$ cat src/hdl/betc_pkg.sv
`default_nettype none

package betc_pkg;

	localparam int GRAY_W      = 8;
	localparam int GRAY_BITS_DEF = 8;
	localparam int NUM_FILTERS = 5;
	localparam int FLAG_W      = NUM_FILTERS + 1;
	localparam int COUNT_W     = 3;
	localparam int PEAK_W      = 18;
	localparam int NONEDGE_W   = 10;
	localparam int RATIO_W     = 9;
	localparam int CFG_DATA_W  = 10;
	localparam int CFG_IDX_W   = 2;

	// sqrt(2) in Q.8
	localparam int SQRT2_Q8 = 362;

	// Filter order inside the response vector
	localparam int F_NONDIR    = 0;
	localparam int F_HORIZ     = 1;
	localparam int F_VERT      = 2;
	localparam int F_DIAG      = 3;
	localparam int F_ANTIDIAG  = 4;

	// Flag bit of the no-edge type; filter f sits at bit f + 1
	localparam int FLAG_NO_EDGE = 0;

	localparam logic [NONEDGE_W-1:0] T_NONEDGE_RST        = 10'd14;
	localparam logic [RATIO_W-1:0]   T_NONDIRECTIONAL_RST = 9'd174;
	localparam logic [RATIO_W-1:0]   T_STRAIGHT_RST       = 9'd251;
	localparam logic [RATIO_W-1:0]   T_DIAGONAL_RST       = 9'd251;

	typedef enum logic [CFG_IDX_W-1:0] {
		REG_T_NONEDGE        = 2'd0,
		REG_T_NONDIRECTIONAL = 2'd1,
		REG_T_STRAIGHT       = 2'd2,
		REG_T_DIAGONAL       = 2'd3
	} cfg_reg_t;

	typedef struct packed {
		logic [NONEDGE_W-1:0] t_nonedge;
		logic [RATIO_W-1:0]   t_nondirectional;
		logic [RATIO_W-1:0]   t_straight;
		logic [RATIO_W-1:0]   t_diagonal;
	} cfg_t;

	typedef struct packed {
		logic [GRAY_W-1:0] gray_top_left;
		logic [GRAY_W-1:0] gray_top_right;
		logic [GRAY_W-1:0] gray_bottom_left;
		logic [GRAY_W-1:0] gray_bottom_right;
	} in_item_t;

	typedef struct packed {
		logic [FLAG_W-1:0]  edge_flags;
		logic [COUNT_W-1:0] edge_count;
		logic [PEAK_W-1:0]  peak_response;
	} out_item_t;

endpackage

`default_nettype wire

$ cat src/hdl/betc_filter.sv
`default_nettype none

module betc_filter #(
	parameter int GRAY_BITS = betc_pkg::GRAY_BITS_DEF
) (
	input  wire betc_pkg::in_item_t                       quad,
	output logic [betc_pkg::NUM_FILTERS-1:0][GRAY_BITS+9:0] resp,
	output logic [GRAY_BITS+9:0]                          peak
);

	localparam int PW = GRAY_BITS + 10;
	localparam int SW = GRAY_BITS + 3;

	logic signed [SW-1:0] a, b, c, d;
	logic signed [SW-1:0] sum_nd, sum_h, sum_v, dif_d, dif_a;
	logic [SW-1:0] mag_nd, mag_h, mag_v, mag_d, mag_a;
	logic [PW-1:0] max_01, max_23, max_03;

	assign a = $signed(SW'(GRAY_BITS'(quad.gray_top_left)));
	assign b = $signed(SW'(GRAY_BITS'(quad.gray_top_right)));
	assign c = $signed(SW'(GRAY_BITS'(quad.gray_bottom_left)));
	assign d = $signed(SW'(GRAY_BITS'(quad.gray_bottom_right)));

	assign sum_nd = a - b - c + d;
	assign sum_h  = a + b - c - d;
	assign sum_v  = a - b + c - d;
	assign dif_d  = a - d;
	assign dif_a  = b - c;

	assign mag_nd = sum_nd[SW-1] ? SW'(-sum_nd) : SW'(sum_nd);
	assign mag_h  = sum_h[SW-1]  ? SW'(-sum_h)  : SW'(sum_h);
	assign mag_v  = sum_v[SW-1]  ? SW'(-sum_v)  : SW'(sum_v);
	assign mag_d  = dif_d[SW-1]  ? SW'(-dif_d)  : SW'(dif_d);
	assign mag_a  = dif_a[SW-1]  ? SW'(-dif_a)  : SW'(dif_a);

	// The non-directional kernel has weight two, hence the extra shift.
	assign resp[betc_pkg::F_NONDIR]   = PW'(mag_nd) << 9;
	assign resp[betc_pkg::F_HORIZ]    = PW'(mag_h) << 8;
	assign resp[betc_pkg::F_VERT]     = PW'(mag_v) << 8;
	assign resp[betc_pkg::F_DIAG]     = PW'(mag_d) * PW'(betc_pkg::SQRT2_Q8);
	assign resp[betc_pkg::F_ANTIDIAG] = PW'(mag_a) * PW'(betc_pkg::SQRT2_Q8);

	always_comb begin
		max_01 = (resp[0] > resp[1]) ? resp[0] : resp[1];
		max_23 = (resp[2] > resp[3]) ? resp[2] : resp[3];
		max_03 = (max_01 > max_23) ? max_01 : max_23;
		peak   = (max_03 > resp[4]) ? max_03 : resp[4];
	end

endmodule

`default_nettype wire

$ cat src/hdl/betc_classify.sv
`default_nettype none

module betc_classify #(
	parameter int GRAY_BITS = betc_pkg::GRAY_BITS_DEF
) (
	input  wire  [betc_pkg::NUM_FILTERS-1:0][GRAY_BITS+9:0] resp,
	input  wire  [GRAY_BITS+9:0]                            peak,
	input  wire  betc_pkg::cfg_t                            cfg,
	output betc_pkg::out_item_t                             item
);

	localparam int PW    = GRAY_BITS + 10;
	localparam int MW    = PW + betc_pkg::RATIO_W;
	localparam int CW    = (PW > betc_pkg::PEAK_W) ? PW : betc_pkg::PEAK_W;
	localparam int PeakW = betc_pkg::PEAK_W;
	localparam int NF    = betc_pkg::NUM_FILTERS;

	logic [NF-1:0][betc_pkg::RATIO_W-1:0] thr;
	logic [NF-1:0][MW-1:0] lhs;
	logic [NF-1:0][MW-1:0] rhs;
	logic [NF-1:0] pass;
	logic no_edge;
	logic [betc_pkg::FLAG_W-1:0] flags;
	logic [betc_pkg::COUNT_W-1:0] count;

	assign thr[betc_pkg::F_NONDIR]   = cfg.t_nondirectional;
	assign thr[betc_pkg::F_HORIZ]    = cfg.t_straight;
	assign thr[betc_pkg::F_VERT]     = cfg.t_straight;
	assign thr[betc_pkg::F_DIAG]     = cfg.t_diagonal;
	assign thr[betc_pkg::F_ANTIDIAG] = cfg.t_diagonal;

	// The no-edge threshold is an integer level, so it is scaled into Q.8.
	assign no_edge = CW'(peak) < (CW'(cfg.t_nonedge) << 8);

	// Ratio test without a division: response * 256 > t * peak.
	always_comb begin
		for (int i = 0; i < NF; i++) begin
			lhs[i]  = MW'(resp[i]) << 8;
			rhs[i]  = MW'(thr[i]) * MW'(peak);
			pass[i] = lhs[i] > rhs[i];
		end
	end

	always_comb begin
		flags = '0;
		if (no_edge) begin
			flags[betc_pkg::FLAG_NO_EDGE] = 1'b1;
		end else begin
			flags[NF:1] = pass;
		end
		count = '0;
		for (int i = 0; i < betc_pkg::FLAG_W; i++) begin
			count = count + betc_pkg::COUNT_W'(flags[i]);
		end
	end

	assign item.edge_flags    = flags;
	assign item.edge_count    = count;
	assign item.peak_response = PeakW'(peak);

endmodule

`default_nettype wire

$ cat src/hdl/block_edge_type_classifier_core.sv
`default_nettype none

// Edge-type classifier for 2x2-split image blocks. Each transaction on the
// quad channel carries the four quarter mean gray levels; each transaction on
// the result channel carries the edge flags, their count and the peak filter
// response in Q.8. One transaction is accepted per clock while quad_stall is
// low. Three registers sit between the ports: the input register, the filter
// and peak stage, and the ratio-threshold stage with its five threshold
// products. The matching result passes through these registers in that order
// and is presented from the last. A stall on the result side backs up
// through the three stage registers before quad_stall rises, so up to three
// transactions are held in flight. The user must write thresholds through
// the cfg port while no transaction is in flight; the block does not enforce it.
module block_edge_type_classifier_core #(
	parameter int GRAY_BITS = betc_pkg::GRAY_BITS_DEF
) (
	input  wire                                   clk,
	input  wire                                   arst_n,
	input  wire                                   quad_valid,
	output logic                                  quad_stall,
	input  wire  betc_pkg::in_item_t              quad,
	output logic                                  result_valid,
	input  wire                                   result_stall,
	output betc_pkg::out_item_t                   result,
	input  wire                                   cfg_write,
	input  wire  [betc_pkg::CFG_IDX_W-1:0]        cfg_index,
	input  wire  [betc_pkg::CFG_DATA_W-1:0]       cfg_data
);

	localparam int PW = GRAY_BITS + 10;
	localparam int NF = betc_pkg::NUM_FILTERS;

	betc_pkg::cfg_t cfg_q;

	logic valid_s1, valid_s2, valid_s3;
	logic en_s1, en_s2, en_s3;
	betc_pkg::in_item_t quad_s1;
	logic [NF-1:0][PW-1:0] resp, resp_s2;
	logic [PW-1:0] peak, peak_s2;
	betc_pkg::out_item_t item, result_s3;

	always_ff @(posedge clk or negedge arst_n) begin
		if (!arst_n) begin
			cfg_q.t_nonedge        <= betc_pkg::T_NONEDGE_RST;
			cfg_q.t_nondirectional <= betc_pkg::T_NONDIRECTIONAL_RST;
			cfg_q.t_straight       <= betc_pkg::T_STRAIGHT_RST;
			cfg_q.t_diagonal       <= betc_pkg::T_DIAGONAL_RST;
		end else if (cfg_write) begin
			case (betc_pkg::cfg_reg_t'(cfg_index))
				betc_pkg::REG_T_NONEDGE: begin
					cfg_q.t_nonedge <= cfg_data;
				end
				betc_pkg::REG_T_NONDIRECTIONAL: begin
					cfg_q.t_nondirectional <= cfg_data[betc_pkg::RATIO_W-1:0];
				end
				betc_pkg::REG_T_STRAIGHT: begin
					cfg_q.t_straight <= cfg_data[betc_pkg::RATIO_W-1:0];
				end
				betc_pkg::REG_T_DIAGONAL: begin
					cfg_q.t_diagonal <= cfg_data[betc_pkg::RATIO_W-1:0];
				end
				default: begin
				end
			endcase
		end
	end

	// A stage loads when it is empty or its content moves on this cycle.
	assign en_s3 = !valid_s3 || !result_stall;
	assign en_s2 = !valid_s2 || en_s3;
	assign en_s1 = !valid_s1 || en_s2;
	assign quad_stall = !en_s1;

	always_ff @(posedge clk or negedge arst_n) begin
		if (!arst_n) begin
			valid_s1 <= 1'b0;
			valid_s2 <= 1'b0;
			valid_s3 <= 1'b0;
		end else begin
			if (en_s1) begin
				valid_s1 <= quad_valid;
			end
			if (en_s2) begin
				valid_s2 <= valid_s1;
			end
			if (en_s3) begin
				valid_s3 <= valid_s2;
			end
		end
	end

	always_ff @(posedge clk) begin
		if (en_s1 && quad_valid) begin
			quad_s1 <= quad;
		end
		if (en_s2 && valid_s1) begin
			resp_s2 <= resp;
			peak_s2 <= peak;
		end
		if (en_s3 && valid_s2) begin
			result_s3 <= item;
		end
	end

	betc_filter #(
		.GRAY_BITS(GRAY_BITS)
	) u_filter (
		.quad(quad_s1),
		.resp(resp),
		.peak(peak)
	);

	betc_classify #(
		.GRAY_BITS(GRAY_BITS)
	) u_classify (
		.resp(resp_s2),
		.peak(peak_s2),
		.cfg(cfg_q),
		.item(item)
	);

	assign result_valid = valid_s3;
	assign result       = result_s3;

`ifndef SYNTHESIS
	a_count_matches_flags: assert property (@(posedge clk) disable iff (!arst_n)
		result_valid |-> (32'(result.edge_count) == $countones(result.edge_flags)))
		else $error("edge_count does not match the number of set flags");

	a_no_edge_alone: assert property (@(posedge clk) disable iff (!arst_n)
		(result_valid && result.edge_flags[betc_pkg::FLAG_NO_EDGE])
			|-> (result.edge_flags[betc_pkg::FLAG_W-1:1] == '0))
		else $error("no-edge flag set together with a filter flag");

	a_stage_advances: assert property (@(posedge clk) disable iff (!arst_n)
		(valid_s1 && en_s2) |=> valid_s2)
		else $error("transaction lost between input register and filter stage");

	a_stall_only_when_full: assert property (@(posedge clk) disable iff (!arst_n)
		quad_stall |-> (valid_s1 && valid_s2 && valid_s3 && result_stall))
		else $error("quad channel stalled while the pipeline has room");
`endif

endmodule

`default_nettype wire
$ cat config.mk
export PLATFORM = sky130hd
export DESIGN_NAME = block_edge_type_classifier_core
export DESIGN_NICKNAME = d
export VERILOG_FILES = /design/src/hdl/betc_pkg.sv /design/src/hdl/betc_filter.sv /design/src/hdl/betc_classify.sv /design/src/hdl/block_edge_type_classifier_core.sv
export SDC_FILE = /design/constraint.sdc
export NUM_CORES = 2
export LEC_CHECK = 0
export ABC_AREA = 1
export BUFFER_PORTS_ARGS = -buffer_cell sky130_fd_sc_hd__buf_4
export CAP_MARGIN = 20
export CORE_MARGIN = 3
export CORE_UTILIZATION = 45
export CTS_CLUSTER_SIZE = 14
export DETAILED_ROUTE_END_ITERATION = 12
export HOLD_SLACK_MARGIN = 0.12
export MAX_ROUTING_LAYER = met4
export RECOVER_POWER = 100
export SYNTH_ARGS = -nofsm -noshare
export SYNTH_HDL_FRONTEND = slang
export SYNTH_SLANG_ARGS = --single-unit
$ cat constraint.sdc
create_clock -name clk -period 23.9 [get_ports clk]
set_input_delay 4.78 -clock clk [delete_from_list [all_inputs] [get_ports clk]]
set_output_delay 4.78 -clock clk [all_outputs]
set_load 0.01 [all_outputs]
==> qor.yml <==
hp-class: "flip-flop to flip-flop"
dpl_cell_area_um2: 31200
violations: "capacitance limit, slew limit"
drv_slew: 502
cts_buffers: 17
synthXorXnorAreaFrac_pct: 4.90
grt_max_degree: 80
crit_top_cell: "nand2_1"
cts_max_path_buffers: 2
fin_crit_ps: 12500
synth_cell_types: 56
worst_slack_ps: 11400
worst_path_largest_cell_delay_ps: 650
layout-drive-gt1-share_pct: 3.34
cp_slowest_cell: "nand2_1"
ff2ff_setup_slack_ps: 11400
synth_fa_ha_area_share_pct: 43.1
clk_latency_ps: 500
worst_setup_path_start_kind: "flip-flop"
end_kind: "flip-flop"
rsz0062_at_grt: "no"
htreeDepth: 4
maxCapViolCount: 15
place_hpwl_um: 60300
synth_area_um2: 29900
grt_usage_pct: 23.2
drt-total-wl_um: 75800
gr-total-overflow: 0
synth_seq_cells: 177
num_io_pins: 78
setup_viol: 0
grt_pass1_wl_um: 124000
yosys.area_share.simple_pct: 15.9
timing.fmax_mhz: 80.0
hold_viol: 0
clk_pin_slew_ps: 90
mostFrequentLayoutCells: "822 x nand2_1, 811 x inv_1, 415 x ha_1"
syn2layout_area_growth_pct: 5.96
post_cts_buffers: 0
die-area_um2: 69500
holdBufCountCts: 0
wire_per_inst_um: 16.9
tns_ps: 0
synth_compound_area_share_pct: 6.99
drcViolationCount: 0
yosys-mux-area-fraction_pct: 0
cp_max_fo: 27
first_pass_iters: 5
num_vias: 22600
final_common_cell: "nand2_1"
diodes: 0
synthCells: 3604
grt_antenna_before_repair: 1
max-slew-margin-rel_pct: -186
fin_area_um2: 31600
avgSynthCellArea_um2: 8.29
pre_cts_ws_ps: 12490
initial_core_util_pct: 45.9
skew_ps: 12.9
grt_pass1_vias: 22900
crit_required_ps: 24130
fp.dieW_um: 264
fp.coreArea_um2: 65000
cts_sinks: 177
ctsResizeCount: 0
worstPathArrival_ps: 12730
synthArstFlopShare_pct: 22.6
worst_pin_slew_ps: 4290
ys.flop_type: "edfxtp_1"
synth_edf_count: 137
finalNetCount: 4460
yosysWarnings: 0
period_share_pct: 52.3
drt_first_iter_violations: 1158
synth_top_family_by_area: "adder cells"
cts_tree: "yes"
status: "finished with violations"
ys_seq_area_share_pct: 17.2
antenna_left: 0
row_count: 93
viasPerCell: 5.05
die_h_um: 264
cts_root_buffer: "clkbuf_16"
port_buffers: 76
criticalPathCategory: "flip-flop to flip-flop"
fillers: 6451
place_congestion: 0.922
## logic make-up (layout without fill, tap and decap cells)
group,count (synthesis),in the layout
DFF,177,177
buffers and inverters,934,944
and+or+nand+nor,1148,1148
xor gates and xnor gates,167,167
other,2,13
AOI/OAI and AO/OA,377,377
adders and majority gates,799,799
## critical path: cells and delay by family, from the launching register on
family | cells | cell delay, ps
DFF | 1 | 460
adders and majority gates | 9 | 3440
AOI/OAI and AO/OA | 16 | 2460
buffers and inverters | 7 | 1000
xor gates and xnor gates | 2 | 620
and+or+nand+nor | 21 | 4240
## path summary, 6_finish.rpt
kind,from,end,cells past startpoint
worst max register to register,quad_s1[1],peak_s2[5],55
worst max-delay path,quad_s1[1],peak_s2[5],55
worst min-delay path,cfg_q[27],cfg_q[27],2
worst min register to register,cfg_q[27],cfg_q[27],2
max in group asynchronous,arst_n,cfg_q[24],1
min in group asynchronous,arst_n,cfg_q[36],1
## final cells by class
class / count / area (um2) / area share [%]
Multi-Input combinational cell: 2504 / 21200 / 67.0
Clock buffer: 17 / 425 / 1.34
Tap cell: 855 / 1070 / 3.38
Sequential cell: 177 / 5140 / 16.2
Inverter: 815 / 3060 / 9.67
Timing Repair Buffer: 97 / 537 / 1.70
Clock inverter: 15 / 214 / 0.676
## per-layer routing
metal	vias to the layer above	global-route usage, %	share of wire [%]
met3	79	3.12	5.2
met4	0	5.47	2.2
met2	534	37.5	47
met5	-	-	0
met1	10800	31.1	46
li1	11200	-	-
## registers in the layout (all words and copies together) (netlist names)
signal	flops
valid_s2	1
quad_s1	32
resp_s2	62
peak_s2	17
valid_s1	1
result_valid	1
cfg_q	37
result	26
## stage by stage
step           hold WS (ps)  instances  utilization [%]
4_1_cts                 496       4480             49.0
3_3_place_gp            468       4448             48.0
3_5_place_dp            477       4448             48.0
2_1_floorplan           424       3615                -
6_report                492       4480             48.7
5_1_grt                 513       4480             48.7
## synthesized netlist by cell type (18+ instances only)
cell type	number	area [um2]
nand3_1	113	566
fa_1	384	7690
a21oi_1	188	941
xor2_1	113	990
dfrtp_1	18	450
ha_1	415	5190
nand4_1	25	156
o21ai_0	111	556
xnor2_1	54	473
edfxtp_1	137	4110
o21bai_1	20	150
nand2_1	818	3070
nor2_1	105	394
nor3_1	22	110
clkbuf_1	97	364
inv_1	811	3040
dfstp_2	22	578
Power is left out: the tool's default activity adds up to more than one toggle a clock period on the data nets, which glitch-free logic cannot reach.
